===== src/adms_pkg.sv =====
// ----------------------------------------------------------------------------
// adms_pkg
// Shared types and constants for the array degree / shortest span block.
// ----------------------------------------------------------------------------
package adms_pkg;

  localparam int unsigned NumValuesDefault = 4096;
  localparam int unsigned MaxLenDefault    = 65536;
  localparam int unsigned ValueW           = 12;
  localparam int unsigned FieldW           = 17;
  // generation tag kept with each table entry; tag 0 marks a cleared entry
  localparam int unsigned EpochW           = 8;

  typedef enum logic {
    ST_CLEAR,
    ST_RUN
  } ctl_state_e;

  typedef struct packed {
    logic [FieldW-1:0] shortest_span;
    logic [FieldW-1:0] degree;
    logic              overflow;
  } result_t;

  typedef struct packed {
    logic last_pending;  // stage 1 holds the last element of an array
    logic wrap;          // tag space exhausted, table needs a sweep
  } core_status_t;

endpackage


===== src/adms_out_buf.sv =====
// ----------------------------------------------------------------------------
// adms_out_buf
// Two-entry result queue between the update stage and the output channel.
// ----------------------------------------------------------------------------
module adms_out_buf import adms_pkg::*; (
  input  logic       clk_i,
  input  logic       rst_ni,
  input  logic       push_i,
  input  result_t    data_i,
  output logic       out_valid_o,
  input  logic       out_ready_i,
  output result_t    data_o,
  output logic [1:0] count_o
);

  result_t    buf_q [2];
  logic       wr_q, rd_q;
  logic [1:0] cnt_q;
  logic       pop;

  assign pop = out_valid_o && out_ready_i;

  always_ff @(posedge clk_i) begin
    if (push_i) begin
      buf_q[wr_q] <= data_i;
    end
  end

  always_ff @(posedge clk_i or negedge rst_ni) begin
    if (!rst_ni) begin
      wr_q  <= 1'b0;
      rd_q  <= 1'b0;
      cnt_q <= '0;
    end else begin
      if (push_i) begin
        wr_q <= ~wr_q;
      end
      if (pop) begin
        rd_q <= ~rd_q;
      end
      cnt_q <= cnt_q + 2'(push_i) - 2'(pop);
    end
  end

  assign out_valid_o = cnt_q != 2'd0;
  assign data_o      = buf_q[rd_q];
  assign count_o     = cnt_q;

endmodule


===== config.mk =====
export PLATFORM = sky130hd
export DESIGN_NAME = adms_out_buf
export DESIGN_NICKNAME = d
export VERILOG_FILES = /design/src/adms_pkg.sv /design/src/adms_out_buf.sv
export SDC_FILE = /design/constraint.sdc
export NUM_CORES = 1
export LEC_CHECK = 0
export ABC_AREA = 0
export BUFFER_PORTS_ARGS = -buffer_cell sky130_fd_sc_hd__buf_2
export CORE_MARGIN = 3
export CORE_UTILIZATION = 40
export CTS_BUF_LIST = sky130_fd_sc_hd__clkbuf_8
export DETAILED_ROUTE_END_ITERATION = 8
export PLACE_DENSITY = 0.71
export SYNTH_ARGS = -nofsm -noshare
export SYNTH_HDL_FRONTEND = slang
export SYNTH_SLANG_ARGS = --single-unit

===== constraint.sdc =====
create_clock -name clk_i -period 2.3 [get_ports clk_i]
set_input_delay 0.23 -clock clk_i [delete_from_list [all_inputs] [get_ports clk_i]]
set_output_delay 0.23 -clock clk_i [all_outputs]
set_load 0.02 [all_outputs]

Word level (Yosys, flattened, before mapping). Memories as Yosys holds them, arrays and structs flattened. Cells that the tools add are included.

RAM bits: 70. Register bits after elaboration: 4. Output and inout port bits: 38. Word-level logic and storage cells: 12. Memories kept: 1. Input port bits: 39.

Memory list: buf_q (depth 2, width 35, rd ports 1, clocked after memory_dff 0, write ports 1, RTL line adms_out_buf.sv:16) `result_t buf_q [2];`.

Add/subtract/negate cells: 2. Bitwise gates (word level): 2. Reductions and logical operators: 2. Muxes and demuxes: 2.

Operator list (count): $add A2 B1 Y2 (1); $mux W1 (2); $not A1 Y1 (2); $reduce_bool A2 Y1 (1); $sub A2 B1 Y2 (1); $logic_and A1 B1 Y1 (1).

Depth between registers and ports, before layout. Gate-level depths: netlist (run 1).

Depth in word-level cells: 3. Gate-level depth with buffers: 6. Mapped depth without buffers: 6.

Worst setup path after synthesis (run 1). Ideal clock, no wire load.

Kind: register to register. From: reg wr_q. To: mem buf_q[0][0] in the netlist's numbering, enable pin. Library setup time: 431 ps. Required time: 1869 ps. Slack: -105 ps. Stages on the path, launching flop included: 2. Arrival time: 1973 ps. Period minus slack after synthesis: 2405 ps. Cell sequence: dfrtp_1 nor2b_1.

RTL lines: from (decl) (RTL line adms_out_buf.sv:17) `logic wr_q, rd_q;`; from (signal assigned) (RTL line adms_out_buf.sv:36) `wr_q <= ~wr_q;`; to (decl) (RTL line adms_out_buf.sv:16).

Straight into the memory's write port.

==> results_dict.tcl, run 1 <==
set metrics [dict create \
    tritoncts "built" \
    grt_max_degree 23 \
    fmax_ghz 0.478 \
    p_total_mw 4.47 \
    htree_levels 3 \
    coreArea_mm2 0.00687 \
    wire_per_inst_um 14.8 \
    p_int_mw 3.04 \
    slew_violations 0 \
    cpMaxStageDelayCell "dfrtp_2" \
    cts_resized 0 \
    fin_crit_ns 2.09 \
    cp-end-kind "output pin" \
    netlist_area_mm2 0.00287 \
    p_leak_nw 1.44 \
    placedCellCount 296 \
    synth-warning-count 0 \
    finalCritPeriodShare 0.910 \
    cts_buffers 9 \
    crit_type "register to output pin" \
    power_switching_share 0.319 \
    start_util 0.418 \
    ys_top_cells_by_area "edfxtp_1 (73%), mux2_4 (15%), dfrtp_1 (3.5%), mux2_2 (2.4%), buf_12 (2.1%)" \
    yosysTopAreaCell "edfxtp_1" \
    fin_nets 253 \
    min_path_type "primary input to register" \
    postLayoutCellArea_mm2 0.00356 \
    drive_above_1_share 0.608 \
    final_cells 313 \
    combPwrFrac 0.351 \
    path_max_fanout 21 \
    die_x_um 90.7 \
    syn_inst 125 \
    drt_wl_total_mm 4.63 \
    grt_pass1_vias 1420 \
    first_pass_iters 4 \
    outcome "completed" \
    start_kind "register" \
    core.rowCount 30 \
    syn-num-nets 166 \
    maxCapViolCount 0 \
    grt_first_pass_wirelength_mm 7.02 \
    grt_remaining_overflow 0 \
    synth_seq_cells 74 \
    vias_per_cell 4.42 \
    worstPathRequired_ns 2.07 \
    slew_headroom 0.568 \
    crit_family "flip-flops" \
    fill_cells 578 \
    num_io_pins 77 \
    fin_setup_tns_ns 0 \
    die_area_mm2 0.00823 \
    path_cells "buf_12, mux2_4, buf_2" \
    grt.total_usage 0.116 \
    dpl-instance-area_mm2 0.00337 \
    cts_sinks 74 \
    crit_path_max_incr_delay_ns 0.79 \
    final_antenna_net_count 0 \
    clock_latency_ns 0.34 \
    cp.arrival_ns 1.86 \
    root_buffer "clkbuf_8" \
    worst_pin_slew_ns 0.647 \
    whs_ns 0.0785 \
    setup_violations 0 \
    vias 1384 \
    syn_avg_cell_area_um2 23.0 \
    syn_to_final_growth_pct 24.2 \
    hold_viol_final 0 \
    max-vdd-ir-drop_mv 0.734 \
    rsz0062_at_grt "false" \
    crit_buf_inv 2 \
    die_h_um 90.7 \
    diodes 0 \
    globalplace.congestion 0.622 \
    antenna_found_initial 0 \
    ys_seq_area_frac 0.767 \
    hpwlAfterDp_mm 3.28 \
    clock_path_buffers 2 \
    worst_clock_skew_ns 0.00342 \
    synth_top_area_share 0.732 \
    initialDrtViolationCount 54 \
    io_buffer_count 76 \
    drc_errors 0 \
    pwr-share-clk 0.207 \
    yosysUniqueCellTypes 14 \
    powerDensity_mw_per_mm2 1250 \
    pwr-share-seq 0.443 \
    post-route-util 0.519 \
    setup_slack_ns 0.207 \
    place_ws_ns 0.536 \
    clk_pin_slew_ns 0.07 \
    switching_power_mw 1.43 \
]
==> power by group through the flow <==
stage	clock network, mW	logic [mW]	registers (mW)
final	0.923	1.57	1.98
after global routing	1.02	1.66	2.01
after CTS	0.957	1.60	1.99
after detailed placement	0	1.59	2.02
after global placement	0	1.58	2.00
after floorplan	0	1.29	1.92
==> state kept, by name, indices dropped and copies added, names as in the netlist <==
signal / count
rd_q: 1
buf_q: 70
wr_q: 1
count_o: 2
==> layout make-up <==
| class | count | area (um^2) | area share |
|---|---|---|---|
| multi-input cells | 45 | 598 | 0.168 |
| clock buffers | 9 | 124 | 0.0348 |
| flip-flops and latches | 74 | 2200 | 0.618 |
| clock inverters | 7 | 60.1 | 0.0169 |
| repair buffers | 80 | 450 | 0.126 |
| inverters | 2 | 7.51 | 0.00211 |
| well taps | 96 | 120 | 0.0337 |
==> synth_stat cells <==
cell	n
or2_2	1
mux2_4	29
and2_1	1
dfrtp_1	4
ha_1	2
buf_6	1
nor2b_1	1
mux2_2	6
xor2_1	2
buf_12	3
edfxtp_1	70
xnor2_1	2
o21a_1	1
inv_1	2
==> placed cells by master (no fill, tap or decap), drive strengths merged <==
cell,n
and2,1
buf,79
bufinv,1
clkbuf,9
clkinv,5
clkinvlp,1
dfrtp,4
dlygate4sd3,1
edfxtp,70
ha,2
inv,2
mux2,35
nor2b,1
o21a,1
or2,1
xnor2,2
xor2,2
==> cells by family after synthesis <==
group | count (synthesis) | synth area share
buffers and inverters | 6 | 0.0275
xor gates and xnor gates | 4 | 0.0122
AOI/OAI and AO/OA | 1 | 0.00262
adders and majority gates | 2 | 0.00872
muxes | 35 | 0.175
and+or+nand+nor | 3 | 0.00654
DFF | 74 | 0.767
==> worst paths after layout <==
path,startpoint,end,slack (ns),cells past startpoint
worst max-delay path,rd_q,data_o[9],0.21,3
worst min-delay path,data_i[15],buf_q[1][15],0.08,1
worst max register to register,count_o[1],count_o[1],0.79,6
worst min register to register,wr_q,wr_q,0.55,1
max in group asynchronous,rst_ni,rd_q,1.93,2
min in group asynchronous,rst_ni,count_o[0],0.23,2
==> layer usage <==
metal  track usage  up-vias  wire [um]
li1              -      661          -
met1         0.152      653       2130
met2         0.171       63       2070
met3        0.0400        7        358
met4        0.0574        0         71
met5             0        -          0
==> timing repair <==
| item | in CTS | in global routing |
|---|---|---|
| hold endpoints to repair | 4 | 0 |
| buffers inserted | 0 | 0 |
| hold buffers | 1 | 0 |
(Power assumes the default switching activity.)
==> run 2, diff against run 1 <==
--- a/config.mk
+++ b/config.mk
@@ -7,7 +7,6 @@
 export LEC_CHECK = 0
 export ABC_AREA = 0
 export BUFFER_PORTS_ARGS = -buffer_cell sky130_fd_sc_hd__buf_2
-export CORE_MARGIN = 3
 export CORE_UTILIZATION = 40
 export CTS_BUF_LIST = sky130_fd_sc_hd__clkbuf_8
 export DETAILED_ROUTE_END_ITERATION = 8
==> run 2 against run 1 <==
  * Routed wire length grew 2.4%
  * Global-route usage up 2.4 points
  * Clock-buffer cell count did not move
  * Largest cell class unchanged
  * Highest routed layer unchanged
==> results_dict.tcl, run 2 (synthesized netlist as in run 1, its figures left out) <==
set metrics [dict create \
    outcome "completed" \
    slew_violations 0 \
    num_io_pins 77 \
    seqCellArea_mm2 0.00220 \
    final_cell_mix "buf_2 (76), edfxtp_1 (70), mux2_4 (29)" \
    wire_per_inst_um 15.1 \
    place_ws_ns 0.753 \
    ff2ff_setup_slack_ns 0.76 \
    powerDensity_mw_per_mm2 1250 \
    diodes 0 \
    clock_latency_ns 0.33 \
    p_int_mw 3.03 \
    vias 1405 \
    switching_power_mw 1.43 \
    htree_levels 3 \
    start_kind "register" \
    fill_cells 574 \
    grt_max_degree 21 \
    die_h_um 86.7 \
    slew_headroom 0.700 \
    largest-register "buf_q" \
    drive_above_1_share 0.607 \
    die_area_mm2 0.00752 \
    hold_viol_final 0 \
    cts_resized 0 \
    combPwrFrac 0.372 \
    postLayoutCellArea_mm2 0.00357 \
    dpl-instance-area_mm2 0.00337 \
    clock_path_buffers 2 \
    drc_errors 0 \
    max-vdd-ir-drop_mv 0.818 \
    setup_slack_ns 0.517 \
    drt_wl_total_mm 4.75 \
    crit_path_max_incr_delay_ns 0.38 \
    fmax_ghz 0.561 \
    maxCapViolCount 0 \
    coreArea_mm2 0.00687 \
    core.rowCount 30 \
    worst_pin_slew_ns 0.450 \
    start_util 0.418 \
    final_antenna_net_count 0 \
    pwr-share-clk 0.207 \
    hpwlAfterDp_mm 3.32 \
    crit_family "buffers and inverters" \
    cts_buffers 9 \
    power_switching_share 0.321 \
    largest_reg_flops 70 \
    tritoncts "built" \
    path_cells "buf_4, mux2_2, buf_2" \
    cts_sinks 74 \
    path_max_fanout 20 \
    grt_first_pass_wirelength_mm 7.42 \
    multiInputGateArea_um2 598 \
    io_buffer_count 76 \
    worstPathRequired_ns 2.07 \
    cp.arrival_ns 1.55 \
    die_x_um 86.7 \
    pwr-share-seq 0.421 \
    grt.total_usage 0.140 \
    fin_nets 255 \
    clk_pin_slew_ns 0.07 \
    finalCritPeriodShare 0.775 \
    cpMaxStageDelayCell "mux2_2" \
    globalplace.congestion 0.752 \
    post-cts-setup-buffers 0 \
    final_common_cell "buf_2" \
    worst_clock_skew_ns 0.00499 \
    initialDrtViolationCount 45 \
    setup_violations 0 \
    grt_pass1_vias 1480 \
    crit_buf_inv 2 \
    rsz0062_at_grt "false" \
    antenna_found_initial 0 \
    syn_to_final_growth_pct 24.3 \
    p_total_mw 4.47 \
    fin_setup_tns_ns 0 \
    grt_remaining_overflow 0 \
    min_path_type "primary input to register" \
    root_buffer "clkbuf_8" \
    first_pass_iters 4 \
    vias_per_cell 4.46 \
    cp-end-kind "output pin" \
    fin_crit_ns 1.78 \
    crit_type "register to output pin" \
    p_leak_nw 1.44 \
]
==> run 2: final cells by class <==
class,instances,share of cell area
multi-input cells,45,0.168
well taps,96,0.0337
flip-flops and latches,74,0.618
clock inverters,7,0.0172
clock buffers,9,0.0347
inverters,2,0.00210
repair buffers,82,0.127
==> run 2: path summary, 6_finish.rpt <==
check | startpoint | endpoint | cells after the start
setup / recovery | rd_q | data_o[3] | 3
hold / removal | data_i[22] | buf_q[1][22] | 1
setup reg to reg | count_o[0] | count_o[1] | 6
hold reg to reg | wr_q | wr_q | 1
max in group asynchronous | rst_ni | rd_q | 2
min in group asynchronous | rst_ni | wr_q | 2
==> run 2: power groups by stage <==
| stage | Combinational [mW] | Sequential, mW | Clock [mW] |
|---|---|---|---|
| global route | 1.79 | 1.91 | 1.00 |
| finish | 1.66 | 1.88 | 0.925 |
| detailed placement | 1.69 | 1.91 | 0 |
| CTS | 1.69 | 1.89 | 0.960 |
| global placement | 1.67 | 1.90 | 0 |
| floorplan | 1.29 | 1.92 | 0 |
==> run 2: metal layers <==
| metal | wire [um] | up-vias | track usage |
|---|---|---|---|
| met2 | 2300 | 60 | 0.229 |
| met4 | 62 | 0 | 0.0636 |
| met1 | 2000 | 674 | 0.163 |
| met3 | 384 | 7 | 0.0514 |
| met5 | 0 | - | 0 |
| li1 | - | 664 | - |
==> run 2: repair_timing <==
item	in CTS	in global routing
hold endpoints to repair	4	0
hold buffers	1	0
endpoints found under the setup margin	0	0
==> run 2: through the flow <==
step / utilization / cells / hold WS (ns)
2_1_floorplan: - / 125 / -0.0656
3_3_place_gp: 0.491 / 298 / 0.0398
3_5_place_dp: 0.491 / 298 / 0.0446
4_1_cts: 0.519 / 315 / 0.0657
5_1_grt: 0.519 / 315 / 0.0681
6_report: 0.519 / 315 / 0.0843
==> run 3, diff against run 2 <==
==> constraint.sdc (replaced) <==
create_clock -name clk_i -period 1.45 [get_ports clk_i]
set_input_delay 0.145 -clock clk_i [delete_from_list [all_inputs] [get_ports clk_i]]
set_output_delay 0.145 -clock clk_i [all_outputs]
set_load 0.02 [all_outputs]
==> run 3 against run 2 <==
  * The flow now finishes with violations (setup timing)
  * Routed wire length increased by 4.1%
  * Worst setup slack got worse by 0.67 ns
  * Critical endpoint unchanged
  * Clock-buffer cell count unchanged
  * Non-clock buffer count increased by 37
  * Total power increased by 72%
  * Clock skew about the same
  * Largest cell class unchanged
==> results_dict.tcl, run 3 (synthesized netlist as in run 1, its figures left out) <==
set metrics [dict create \
    io_buffer_count 76 \
    slew_headroom 0.871 \
    cts_buffers 9 \
    num_io_pins 77 \
    finalCritPeriodShare 1.11 \
    violations "setup timing" \
    crit_type "register to output pin" \
    clk_pin_slew_ns 0.07 \
    worst_clock_skew_ns 0.00470 \
    coreArea_mm2 0.00687 \
    drc_errors 0 \
    syn_to_final_growth_pct 42.8 \
    grt_max_degree 22 \
    powerDensity_mw_per_mm2 1880 \
    die_area_mm2 0.00752 \
    root_buffer "clkbuf_8" \
    start_kind "register" \
    grt_pass1_vias 1617 \
    diodes 0 \
    setup_violations 36 \
    hpwlAfterDp_mm 3.04 \
    p_leak_nw 1.67 \
    place_ws_ns -0.00903 \
    die_x_um 86.7 \
    drive_above_1_share 0.557 \
    final_antenna_net_count 0 \
    antenna_found_initial 0 \
    fmax_ghz 0.624 \
    min_path_type "primary input to register" \
    largest_reg_flops 70 \
    grt_first_pass_wirelength_mm 7.36 \
    drt_wl_total_mm 4.94 \
    crit_path_max_incr_delay_ns 0.42 \
    hold_viol_final 0 \
    largest-register "buf_q" \
    grt.total_usage 0.138 \
    p_total_mw 7.70 \
    first_pass_iters 4 \
    cp-end-kind "output pin" \
    final_common_cell "edfxtp_1" \
    wire_per_inst_um 14.1 \
    placedCellCount 303 \
    path_max_fanout 21 \
    worstPathRequired_ns 1.31 \
    path_cells "buf_12, mux2_2, buf_2" \
    rsz0062_at_grt "true" \
    setup_slack_ns -0.153 \
    fin_crit_ns 1.60 \
    fin_nets 292 \
    post-route-util 0.597 \
    outcome "finished, violations left" \
    cp.arrival_ns 1.46 \
    final_cells 351 \
    core.rowCount 30 \
    vias_per_cell 4.40 \
    dpl-instance-area_mm2 0.00345 \
    die_h_um 86.7 \
    clock_path_buffers 2 \
    fin_setup_tns_ns -3.76 \
    tritoncts "built" \
    max-vdd-ir-drop_mv 1.07 \
    globalplace.congestion 0.649 \
    cpMaxStageDelayCell "dfrtp_2" \
    worst_pin_slew_ns 0.193 \
    htree_levels 3 \
    cts_sinks 74 \
    start_util 0.418 \
    slew_violations 0 \
    vias 1544 \
    clock_latency_ns 0.33 \
    maxCapViolCount 0 \
    whs_ns 0.0163 \
    initialDrtViolationCount 49 \
    grt_remaining_overflow 0 \
    postLayoutCellArea_mm2 0.00410 \
    final_cell_mix "edfxtp_1 (70), buf_2 (58), dlygate4sd3_1 (33)" \
]
[run 3: critical path: cells and delay by family, from the launching register on]
kind,cells,cell delay [ns]
mux,1,0.35
buf+inv,2,0.36
flops,1,0.42
[run 3: layout make-up]
class                           instances  area [um^2]
Fill cell                             541         2770
Sequential cell                        74         2210
Timing Repair Buffer                  119          961
Multi-Input combinational cell         45          628
Clock buffer                            9          124
Tap cell                               96          120
Clock inverter                          6         51.3
Inverter                                2         7.51
[run 3: metal layers]
metal / wire length, um / track usage / vias to the layer above
met5: 0 / 0 / -
met4: 82 / 0.0697 / 0
met3: 285 / 0.0438 / 10
met2: 2590 / 0.241 / 62
met1: 1980 / 0.152 / 737
li1: - / - / 735
[run 3: what timing repair did]
item / CTS / global route
pin swaps: 3 / 4
gates cloned: 0 / 0
endpoints found under the setup margin: 37 / 36
hold buffers: 32 / 1
buffers inserted: 0 / 0
hold endpoints to repair: 64 / 2
resized for setup: 23 / 20
[run 3: final timing paths]
kind	startpoint	end	slack (ns)	depth (start not counted)
max in group asynchronous	rst_ni	rd_q	1.14	2
hold / removal	data_i[12]	buf_q[1][12]	0.02	1
hold reg to reg	wr_q	wr_q	0.54	1
setup / recovery	rd_q	data_o[3]	-0.15	3
min in group asynchronous	rst_ni	count_o[0]	0.17	2
setup reg to reg	count_o[0]	count_o[1]	-0.01	6
[run 3: report_power, final]
group / total (mW) / switching (mW) / leakage [nW] / internal [mW]
registers: 2.99 / 0.139 / 0.701 / 2.85
logic: 3.28 / 1.56 / 0.874 / 1.72
clock network: 1.42 / 0.661 / 0.0989 / 0.761
