===== config.mk =====
export PLATFORM = sky130hd
export DESIGN_NAME = adms_core
export DESIGN_NICKNAME = d
export VERILOG_FILES = /design/src/adms_pkg.sv /design/src/adms_core.sv
export SDC_FILE = /design/constraint.sdc
export NUM_CORES = 1
export LEC_CHECK = 0
export BUFFER_PORTS_ARGS = -buffer_cell sky130_fd_sc_hd__buf_2
export CAP_MARGIN = 20
export CORE_AREA = 2 2 131 133
export CTS_CLUSTER_SIZE = 20
export DETAILED_ROUTE_END_ITERATION = 16
export DIE_AREA = 0 0 133 135
export GPL_ROUTABILITY_DRIVEN = 0
export GPL_TIMING_DRIVEN = 0
export HOLD_SLACK_MARGIN = 0.03
export PLACE_DENSITY = 0.77
export SETUP_SLACK_MARGIN = 0.5
export SLEW_MARGIN = 5
export SYNTH_ARGS = -nofsm -noshare
export SYNTH_HDL_FRONTEND = slang
export SYNTH_SLANG_ARGS = --single-unit

===== constraint.sdc =====
create_clock -name clk_i -period 6.7 [get_ports clk_i]
set_input_delay 0.67 -clock clk_i [delete_from_list [all_inputs] [get_ports clk_i]]
set_output_delay 0.67 -clock clk_i [all_outputs]
set_load 0.01 [all_outputs]

===== src/adms_pkg.sv =====
// ----------------------------------------------------------------------------
// adms_pkg
// Shared types and constants for the array degree / shortest span block.
// ----------------------------------------------------------------------------
package adms_pkg;

  localparam int unsigned NumValuesDefault = 4096;
  localparam int unsigned MaxLenDefault    = 65536;
  localparam int unsigned ValueW           = 12;
  localparam int unsigned FieldW           = 17;
  // generation tag kept with each table entry; tag 0 marks a cleared entry
  localparam int unsigned EpochW           = 8;

  typedef enum logic {
    ST_CLEAR,
    ST_RUN
  } ctl_state_e;

  typedef struct packed {
    logic [FieldW-1:0] shortest_span;
    logic [FieldW-1:0] degree;
    logic              overflow;
  } result_t;

  typedef struct packed {
    logic last_pending;  // stage 1 holds the last element of an array
    logic wrap;          // tag space exhausted, table needs a sweep
  } core_status_t;

endpackage


===== src/adms_core.sv =====
// ----------------------------------------------------------------------------
// adms_core
// Update stage: merges table read data with the last write, bumps the count,
// forms the span, tracks degree and shortest span, and closes each array.
// ----------------------------------------------------------------------------
module adms_core import adms_pkg::*; #(
  parameter int unsigned NUM_VALUES = NumValuesDefault,
  parameter int unsigned MAX_LEN    = MaxLenDefault,
  parameter int unsigned DEPTH      = 4096
) (
  input  logic                     clk_i,
  input  logic                     rst_ni,
  input  logic                     fire_i,
  input  logic [ValueW-1:0]        value_i,
  input  logic                     is_last_i,
  input  logic [EpochW+$clog2(MAX_LEN+1)+$clog2(MAX_LEN)-1:0] rdata_i,
  output logic                     we_o,
  output logic [$clog2(DEPTH)-1:0] waddr_o,
  output logic [EpochW+$clog2(MAX_LEN+1)+$clog2(MAX_LEN)-1:0] wdata_o,
  output logic                     push_o,
  output result_t                  result_o,
  output core_status_t             status_o
);

  localparam int unsigned AW   = $clog2(DEPTH);
  localparam int unsigned PW   = $clog2(MAX_LEN + 1);
  localparam int unsigned FW   = $clog2(MAX_LEN);
  localparam int unsigned EntW = EpochW + PW + FW;
  localparam bit          AllInRange = NUM_VALUES >= (1 << ValueW);
  localparam logic [EpochW-1:0] EpochFirst = EpochW'(1);
  localparam logic [EpochW-1:0] EpochMax   = '1;
  localparam logic [PW-1:0]     PosLimit   = PW'(MAX_LEN);

  logic              s1_valid_q;
  logic [ValueW-1:0] s1_value_q;
  logic              s1_last_q;

  logic              fwd_valid_q;
  logic [AW-1:0]     fwd_addr_q;
  logic [EntW-1:0]   fwd_data_q;

  logic [PW-1:0]     position_q, position_d;
  logic [PW-1:0]     best_count_q, best_count_d;
  logic [PW-1:0]     best_span_q, best_span_d;
  logic              ovf_q, ovf_d;
  logic [EpochW-1:0] epoch_q, epoch_d;

  logic [AW-1:0]     s1_addr;
  logic [EntW-1:0]   entry;
  logic [EpochW-1:0] e_tag;
  logic [PW-1:0]     e_cnt;
  logic [FW-1:0]     e_first;
  logic              live, in_len, in_range, counted;
  logic [PW-1:0]     cnt_new, span;
  logic [FW-1:0]     first;
  logic [PW-1:0]     pos_n, bc_n, bs_n;
  logic              ovf_n;
  logic [PW+FieldW-1:0] span_ext, cnt_ext;

  always_ff @(posedge clk_i or negedge rst_ni) begin
    if (!rst_ni) begin
      s1_valid_q  <= 1'b0;
      fwd_valid_q <= 1'b0;
    end else begin
      s1_valid_q  <= fire_i;
      fwd_valid_q <= counted;
    end
  end

  always_ff @(posedge clk_i) begin
    if (fire_i) begin
      s1_value_q <= value_i;
      s1_last_q  <= is_last_i;
    end
    if (counted) begin
      fwd_addr_q <= s1_addr;
      fwd_data_q <= wdata_o;
    end
  end

  always_comb begin
    s1_addr  = s1_value_q[AW-1:0];
    entry    = (fwd_valid_q && fwd_addr_q == s1_addr) ? fwd_data_q : rdata_i;
    e_tag    = entry[EntW-1 -: EpochW];
    e_cnt    = entry[PW+FW-1 -: PW];
    e_first  = entry[FW-1:0];
    live     = e_tag == epoch_q;
    in_len   = position_q != PosLimit;
    in_range = AllInRange || (32'(s1_value_q) < NUM_VALUES);
    counted  = s1_valid_q && in_len && in_range;
    cnt_new  = (live ? e_cnt : '0) + PW'(1);
    first    = live ? e_first : position_q[FW-1:0];
    span     = position_q - PW'(first) + PW'(1);
  end

  always_comb begin
    pos_n = position_q;
    bc_n  = best_count_q;
    bs_n  = best_span_q;
    ovf_n = ovf_q;
    if (s1_valid_q) begin
      if (in_len) begin
        pos_n = position_q + PW'(1);
      end else begin
        ovf_n = 1'b1;
      end
    end
    if (counted) begin
      priority if (cnt_new > best_count_q) begin
        bc_n = cnt_new;
        bs_n = span;
      end else if (cnt_new == best_count_q && span < best_span_q) begin
        bs_n = span;
      end
    end
  end

  always_comb begin
    push_o   = s1_valid_q && s1_last_q;
    span_ext = {{FieldW{1'b0}}, bs_n};
    cnt_ext  = {{FieldW{1'b0}}, bc_n};
    result_o.shortest_span = span_ext[FieldW-1:0];
    result_o.degree        = cnt_ext[FieldW-1:0];
    result_o.overflow      = ovf_n;

    position_d   = pos_n;
    best_count_d = bc_n;
    best_span_d  = bs_n;
    ovf_d        = ovf_n;
    epoch_d      = epoch_q;
    status_o.wrap = 1'b0;
    if (push_o) begin
      position_d   = '0;
      best_count_d = '0;
      best_span_d  = '0;
      ovf_d        = 1'b0;
      if (epoch_q == EpochMax) begin
        epoch_d       = EpochFirst;
        status_o.wrap = 1'b1;
      end else begin
        epoch_d = epoch_q + EpochW'(1);
      end
    end
    status_o.last_pending = push_o;
  end

  always_ff @(posedge clk_i or negedge rst_ni) begin
    if (!rst_ni) begin
      position_q   <= '0;
      best_count_q <= '0;
      best_span_q  <= '0;
      ovf_q        <= 1'b0;
      epoch_q      <= EpochFirst;
    end else begin
      position_q   <= position_d;
      best_count_q <= best_count_d;
      best_span_q  <= best_span_d;
      ovf_q        <= ovf_d;
      epoch_q      <= epoch_d;
    end
  end

  assign we_o    = counted;
  assign waddr_o = s1_addr;
  assign wdata_o = {epoch_q, cnt_new, first};

endmodule


# Yosys cells after proc, flatten, opt, wreduce, memory -nomap -nowiden
# Cells that the tools add are included.
# classes
reduce_logical,7
eq_ne,5
magnitude_cmp,2
add_sub_neg,5
muxes,19
# op_table
op,count
17-bit 2-to-1 mux,11
17-bit by 1-bit adder with 17-bit output (second input constant),3
41-bit 2-to-1 mux,1
17-bit == test,1
17-bit greater-than comparator,1
17-bit < comparator,1
17-bit != test (second input constant),1
17-bit by 16-bit subtractor with 17-bit output,1
16-bit 2-to-1 mux,1
12-bit == test,1
8-bit by 1-bit adder with 8-bit output (second input constant),1
8-bit == test,1
8-bit == test (second input constant),1
8-bit 2-to-1 mux,1
1-bit 2-to-1 mux,5
1-bit logical AND,4
2-bit nonzero test,2
2-bit AND reduction,1
# totals
output_inout_bits,92
word_cells,49
inputBits,57
reg_bits,128

# Longest topological paths before layout
# Gate-level depths: netlist (run 1).
# depth
depth_word,13
depth_mapped,31
ltp_nobuf,27

# Worst setup path after synthesis (run 1)
# No wires, ideal clock.
# synth_path
path_kind,register to output
from,"reg s1_value_q[5], in the netlist waddr_o[5]"
to,out result_o[31] in the netlist's numbering
required_time_ns,6.030
path_slack_ns,-0.184
path_buffers,4
path_stages_with_launch,29
arrival_ns,6.214
path_cell_list,edfxtp_1 > xnor2_1 > nand4_1 > nor4_1 > buf_4 > mux2i_1 > a221oi_2 > nand2_1 > or2_1 > buf_2 > buf_2 > o21ai_1 > ha_1 > inv_1 > ha_1 > fa_1 > a21o_1 > a221o_1 > o2111ai_1 > a21boi_0 > nor2_1 > ha_1 > a21o_1 > a211o_1 > a2111oi_0 > o21a_1 > clkbuf_1 > o21ai_0 > nand2_1
# synth_rtl
item,line,source
start: declaration,adms_core.sv:35,logic [ValueW-1:0] s1_value_q;
start signal: assignment,adms_core.sv:72,s1_value_q <= value_i;
end: declaration,adms_core.sv:21,"output result_t result_o,"

==> results of run 1 <==
[worst max path at each step]
stage	cells after the start	to	slack, ns
detailed placement	28	result_o[31]	-0.83
floorplan	29	result_o[31]	0.47
global placement	28	result_o[31]	-0.72
CTS	29	result_o[27]	-0.44
finish	31	result_o[4]	-0.70
global route	30	result_o[34]	-1.04
[placed cells by master, fill, tap and decap left out, types with 13 or more instances in the layout]
cell type,n
a21oi_1,31
clkbuf_16,19
buf_6,35
ha_1,60
nand3_1,32
nand4_1,19
xor2_1,31
mux2_2,14
nand2_1,68
dfrtp_1,61
mux2i_1,32
nor2_1,42
buf_2,134
inv_1,48
o21ai_1,17
mux2_4,20
edfxtp_1,66
xnor2_1,26
buf_4,58
a21o_1,13
[synth_stat cells, drive strengths merged (3+ instances only)]
| cell | instances | share of area |
|---|---|---|
| nor4b | 5 | 0.0066 |
| nor4 | 6 | 0.0044 |
| edfxtp | 66 | 0.23 |
| inv | 50 | 0.022 |
| a21o | 13 | 0.011 |
| a221oi | 4 | 0.0049 |
| xor2 | 32 | 0.033 |
| a31oi | 4 | 0.0029 |
| o2bb2ai | 10 | 0.010 |
| nand2 | 74 | 0.033 |
| buf | 20 | 0.014 |
| or2 | 3 | 0.0022 |
| or3 | 4 | 0.0029 |
| xnor2 | 32 | 0.033 |
| nor2b | 7 | 0.0052 |
| nand2b | 9 | 0.0066 |
| nor2 | 48 | 0.021 |
| nand4 | 19 | 0.014 |
| and3 | 11 | 0.0081 |
| mux2i | 38 | 0.045 |
| a2111oi | 6 | 0.0084 |
| o21a | 6 | 0.0053 |
| ha | 68 | 0.10 |
| a211oi | 3 | 0.0027 |
| mux2 | 45 | 0.063 |
| dfrtp | 61 | 0.18 |
| a21oi | 43 | 0.026 |
| and2 | 6 | 0.0044 |
| clkbuf | 15 | 0.0066 |
| nand3 | 36 | 0.021 |
| o21ai | 40 | 0.024 |
| nor3 | 17 | 0.013 |
[power by group through the flow]
stage / Clock (mW) / Sequential, mW / Combinational (mW)
after floorplan: 0 / 1.02 / 1.07
after global placement: 0 / 1.03 / 1.47
after detailed placement: 0 / 1.03 / 1.49
after CTS: 1.00 / 1.02 / 1.93
after global routing: 1.04 / 1.04 / 2.40
final: 1.00 / 1.02 / 2.21
[worst register-to-register path: cells and delay by family, from the launching register on]
kind / cells / cell delay [ns]
fa+ha+maj: 2 / 0.42
compound gates: 3 / 0.52
flops: 1 / 0.44
mux: 3 / 0.89
xor+xnor: 3 / 0.61
simple gates: 11 / 2.29
buf+inv: 9 / 1.18
[routing by layer]
layer,wire (um),track usage,vias to the layer above
met5,0,0,-
li1,-,-,3498
met4,1532,0.1284,0
met3,1793,0.05218,120
met2,13570,0.4819,386
met1,10920,0.3492,3808
[flip-flops by register name (all words and copies together) (netlist names)]
| name | count |
|---|---|
| fwd_data_q | 41 |
| waddr_o | 12 |
| epoch_q | 8 |
| ovf_q | 1 |
| fwd_addr_q | 12 |
| s1_valid_q | 1 |
| best_span_q | 17 |
| best_count_q | 17 |
| s1_last_q | 1 |
| fwd_valid_q | 1 |
| position_q | 17 |
[final cells by class]
| cell class | count | area [sq um] |
|---|---|---|
| multi-input cells | 613 | 5370 |
| fillers | 1041 | 4498 |
| flip-flops and latches | 128 | 3535 |
| repair buffers | 223 | 1534 |
| clock buffers | 20 | 436.7 |
| plain buffers | 35 | 371.6 |
| well taps | 220 | 275.3 |
| clock inverters | 12 | 191.4 |
| inverters | 50 | 190.2 |
| diodes | 2 | 5.005 |
[stage by stage]
stage,instances,utilization,hold slack (ns)
global route,1302,0.7257,0.4018
CTS,1269,0.6766,0.3748
global placement,1194,0.5883,0.4451
finish,1303,0.7258,0.3438
floorplan,826,-,0.3744
detailed placement,1194,0.5887,0.4548
[cell families (layout without fill, tap and decap cells)]
group | count (synthesis) | after routing | share of synthesized area
AO/OA/AOI/OAI | 147 | 147 | 0.1155
XOR/XNOR | 64 | 64 | 0.06602
buffers and inverters | 85 | 340 | 0.04318
adder cells (fa/ha/maj) | 69 | 69 | 0.1026
flip-flops | 128 | 128 | 0.4163
AND/OR/NAND/NOR | 250 | 250 | 0.1484
other | 0 | 2 | 0
multiplexers | 83 | 83 | 0.1080
[repair_timing]
item | CTS | global route
setup endpoints to repair | 67 | 63
hold buffers | 0 | 0
setup buffers | 38 | 30
cloned | 5 | 2
pin swaps | 40 | 40
gates resized for setup | 104 | 112
==> impl_metrics.json, run 1 <==
{
  "status": "complete, but fails checks",
  "violations": "setup timing",
  "report.final.slew_viol_count": 0,
  "antenna_found_initial": 1,
  "cp.arrival_ns": 6.73,
  "clockRootBuffer": "clkbuf_16",
  "path_delay_family": "simple AND/OR/NAND/NOR gates",
  "worstReg2RegStart": "waddr_o[3]",
  "reg2reg_depth": 31,
  "clock_latency_ns": 0.43,
  "synth_area_per_cell_sq_um": 10.28,
  "cts_tree": "done",
  "power.switching_mw": 1.612,
  "cp_slowest_cell": "edfxtp_1",
  "fin_crit_sh": 1.104,
  "drt_wl_total_um": 27820,
  "p_comb_frac": 0.522,
  "vias_per_cell": 5.995,
  "maxCapViolations": 0,
  "place_area_sq_um": 9658,
  "yosysSeqAreaShare": 0.4163,
  "nets": 1194,
  "hp-class": "in2async",
  "synth_edf_count": 66,
  "pwr-share-clk": 0.236,
  "numCtsBuffers": 17,
  "grt_first_pass_wirelength_um": 39250,
  "crit_top_cell": "buf_6",
  "sw_frac_of_total": 0.3802,
  "design_area_sq_um": 11910,
  "dp_slack_ns": -0.8298,
  "dp_hpwl_um": 16380,
  "netlist_instances": 826,
  "core_area_sq_um": 16410,
  "ys_warn_count": 0,
  "hold_viol_final": 0,
  "die_w_um": 133,
  "p_per_area_nw_per_um2": 355.9,
  "finalSetupViolations": 34,
  "h-tree-depth": 4,
  "grt_max_degree": 65,
  "fmax_ghz": 0.1352,
  "crit_start": "waddr_o[3]",
  "rsz0062_at_grt": "yes",
  "power_mw": 4.239,
  "dieHeight_um": 135,
  "r2r_end": "best_count_q[2]",
  "syn2layout_area_growth_pct": 40.26,
  "die_area_sq_um": 17960,
  "slew-limit-headroom": 0.3352,
  "setup_ws_ns": -0.6979,
  "ys_async_sr_fraction": 0.4844,
  "tightest_slew_ns": 0.9972,
  "postRouteAntennaNets": 0,
  "synth_cell_types": 63,
  "ios": 149,
  "drcViolationCount": 0,
  "p_leak_nw": 5.389,
  "clock_path_buffers": 2,
  "num_rows": 47,
  "dr.pass1.iters": 5,
  "grt_pass1_vias": 7529,
  "drtIter0Drc": 688,
  "start_util": 0.5175,
  "path_class": "reg2out",
  "timing.final.crit_period_ns": 7.398,
  "worst-path-max-fanout": 6,
  "finClkSkew_ns": 0.008220,
  "synth_fp_nets": 952,
  "num_vias": 7812,
  "portBuffers": 148,
  "ys.flop_type": "edfxtp_1",
  "grt.overflow.total": 0,
  "path_clk_slew_ns": 0.06,
  "setup-tns-final_ns": -20.44,
  "endpoint_kind": "primary output",
  "grt_usage": 0.2820,
  "p_int_mw": 2.627,
  "crit_path_max_incr_delay_ns": 0.44,
  "irDropWorstVdd_mv": 0.3797,
  "required_ns": 6.03,
  "synth_seq_cells": 128,
  "syn_area_sq_um": 8491,
  "critPathLaunchType": "register",
  "cts_sinks": 128,
  "pwr-share-seq": 0.242,
  "drive_above_1_share": 0.3922,
  "wire_per_inst_um": 21.35,
  "rrSetupSlack_ns": 0.30,
  "worst-path-buf-inv": 12
}
No activity file was read; power rests on OpenSTA's default activity.
==> run 2, diff against run 1 <==
Settings changed: CELL_PAD_IN_SITES_DETAIL_PLACEMENT set to 0, CELL_PAD_IN_SITES_GLOBAL_PLACEMENT set to 1, CORE_AREA 2 2 131 133 to 2 2 149 151, DIE_AREA 0 0 133 135 to 0 0 151 153, PLACE_DENSITY 0.77 to unset, PLACE_DENSITY_LB_ADDON set to 0.1.
==> run 2 against run 1 <==
Clock-buffer cell count shrank 3. Critical endpoint is now result_o[21]. Hold slack lost 0.17 ns. Via count shrank 9.9%. Highest routed layer unchanged. Combinational power shrank 3%. The flow still finishes with violations (setup timing). Sequential share of layout area grew 0.28 points. Clock skew grew 0.0049 ns. Power shrank 3.0%. Clock power shrank 4%. First-iteration DRC count shrank 56%. Register-to-register slack gained 0.11 ns.
==> impl_metrics.json, run 2 (synthesis results as in run 1) <==
{
  "die_w_um": 151,
  "tightest_slew_ns": 0.9255,
  "ff_latch_area_sq_um": 3535,
  "worst_hold_slack_ns": 0.1787,
  "antenna_cells": 0,
  "dr.pass1.iters": 5,
  "report.final.slew_viol_count": 0,
  "place_area_sq_um": 9773,
  "clockRootBuffer": "clkbuf_16",
  "mostFrequentLayoutCells": "buf_2, nand2_1, edfxtp_1, dfrtp_1, ha_1",
  "irDropWorstVdd_mv": 0.2088,
  "hold_viol_final": 0,
  "rsz0062_at_grt": "yes",
  "multiInputGateArea_sq_um": 5296,
  "finalSetupViolations": 33,
  "start_util": 0.3952,
  "numCtsBuffers": 17,
  "p_per_area_nw_per_um2": 348.5,
  "required_ns": 6.03,
  "hp-class": "in2async",
  "drcViolationCount": 0,
  "reg2reg_depth": 27,
  "drt_wl_total_um": 24130,
  "num_rows": 54,
  "num_vias": 7040,
  "dieHeight_um": 153,
  "drive_above_1_share": 0.3931,
  "clock_latency_ns": 0.43,
  "portBuffers": 148,
  "finClkSkew_ns": 0.01311,
  "grt_usage": 0.2088,
  "regMostFlops": "fwd_data_q",
  "p_leak_nw": 5.242,
  "r2r_end": "best_span_q[9]",
  "violations": "setup timing",
  "clock_path_buffers": 2,
  "setup-tns-final_ns": -10.44,
  "finalNonFillerCells": 1351,
  "path_class": "reg2out",
  "h-tree-depth": 4,
  "nets": 1184,
  "endpoint_kind": "primary output",
  "fin_crit_sh": 1.084,
  "grt_first_pass_wirelength_um": 37540,
  "power_mw": 4.112,
  "ios": 149,
  "cts_sinks": 128,
  "grt_max_degree": 43,
  "core_area_sq_um": 21490,
  "syn2layout_area_growth_pct": 38.96,
  "wire_per_inst_um": 17.86,
  "numPlacedInstances": 1256,
  "critPathLaunchType": "register",
  "design_area_sq_um": 11800,
  "worstReg2RegStart": "waddr_o[10]",
  "maxCapViolations": 0,
  "status": "complete, but fails checks",
  "postRouteAntennaNets": 0,
  "worst-path-max-fanout": 5,
  "drtIter0Drc": 300,
  "slew-limit-headroom": 0.3818,
  "fmax_ghz": 0.1378,
  "grt_pass1_vias": 6803,
  "final_common_cell": "buf_2",
  "die_area_sq_um": 23100,
  "largest_reg_flops": 41,
  "postCtsHoldBufs": 0,
  "grt.overflow.total": 0,
  "dp_hpwl_um": 17220,
  "fill_cells": 1948,
  "path_clk_slew_ns": 0.07,
  "antenna_found_initial": 0,
  "cp.arrival_ns": 6.59,
  "rrSetupSlack_ns": 0.41,
  "timing.final.crit_period_ns": 7.260,
  "cts_tree": "done",
  "setup_ws_ns": -0.5595,
  "vias_per_cell": 5.211
}
[run 2: cell types whose count changed in the layout (fill, tap and decap cells not counted), sizes merged]
| cell | change |
|---|---|
| bufinv | -4 |
| clkinvlp | +1 |
| buf | -8 |
| diode | -2 |
| inv | +10 |
| clkbuf | -5 |
| clkinv | -4 |
[run 2: routing by layer]
| metal | vias up | routed length [um] | global-route usage |
|---|---|---|---|
| met2 | 154 | 10510 | 0.3013 |
| met4 | 0 | 252 | 0.05429 |
| li1 | 3495 | - | - |
| met1 | 3374 | 12120 | 0.3193 |
| met5 | - | 0 | 0 |
| met3 | 17 | 1252 | 0.03970 |
[run 2: worst max path at each step]
stage | slack [ns] | cells past startpoint | to | startpoint
2_1_floorplan | 0.47 | 29 | result_o[31] | waddr_o[3]
3_3_place_gp | -0.76 | 26 | result_o[6] | waddr_o[10]
3_5_place_dp | -0.73 | 28 | result_o[3] | waddr_o[10]
4_1_cts | -0.50 | 28 | result_o[27] | waddr_o[6]
5_1_grt | -0.91 | 28 | result_o[21] | waddr_o[10]
6_report | -0.56 | 27 | result_o[21] | waddr_o[10]
[run 2: worst max-delay path: stages, from the launching register on]
cell and delay, ns:
edfxtp_1 0.41, xnor2_1 0.18, nand4_1 0.17, nor4_4 0.32
buf_6 0.17, mux2i_1 0.21, xor2_1 0.20, nand3_2 0.19
or2_1 0.28, buf_6 0.14, buf_12 0.12, mux2i_2 0.14
ha_1 0.34, ha_1 0.28, a21o_1 0.15, a21o_1 0.19
a2111oi_4 0.43, o31ai_2 0.15, a311o_1 0.37, ha_1 0.30
a211o_1 0.36, a2111oi_4 0.23, buf_4 0.18, o21ai_4 0.09
buf_4 0.16, a21oi_4 0.15, a31oi_4 0.05, buf_2 0.15
[run 2: layout make-up]
type                            instances  share of cell area
Clock inverter                         15             0.01432
Tap cell                              280             0.02969
Buffer                                 35             0.03277
Inverter                               50             0.01612
Clock buffer                           17             0.03606
Sequential cell                       128              0.2996
Multi-Input combinational cell        613              0.4489
Timing Repair Buffer                  213              0.1226
[run 2: per-stage QoR]
step                worst slack (ns)  utilization
CTS                          -0.5048       0.5301
global route                 -0.9086       0.5492
floorplan                     0.4736            -
detailed placement           -0.7286       0.4549
global placement             -0.7569       0.4527
finish                       -0.5595       0.5492
[run 2: timing repair]
action | 4_1_cts | 5_1_grt
pin swaps | 54 | 22
resized for setup | 144 | 76
endpoints found under the setup margin | 67 | 63
gates cloned | 6 | 0
buffers inserted | 45 | 12
[run 2: power by group]
part | switching, mW | internal, mW | total, mW
registers | 0.0785 | 0.937 | 1.02
clock network | 0.427 | 0.532 | 0.959
logic | 1.12 | 1.01 | 2.14
total | 1.63 | 2.48 | 4.11
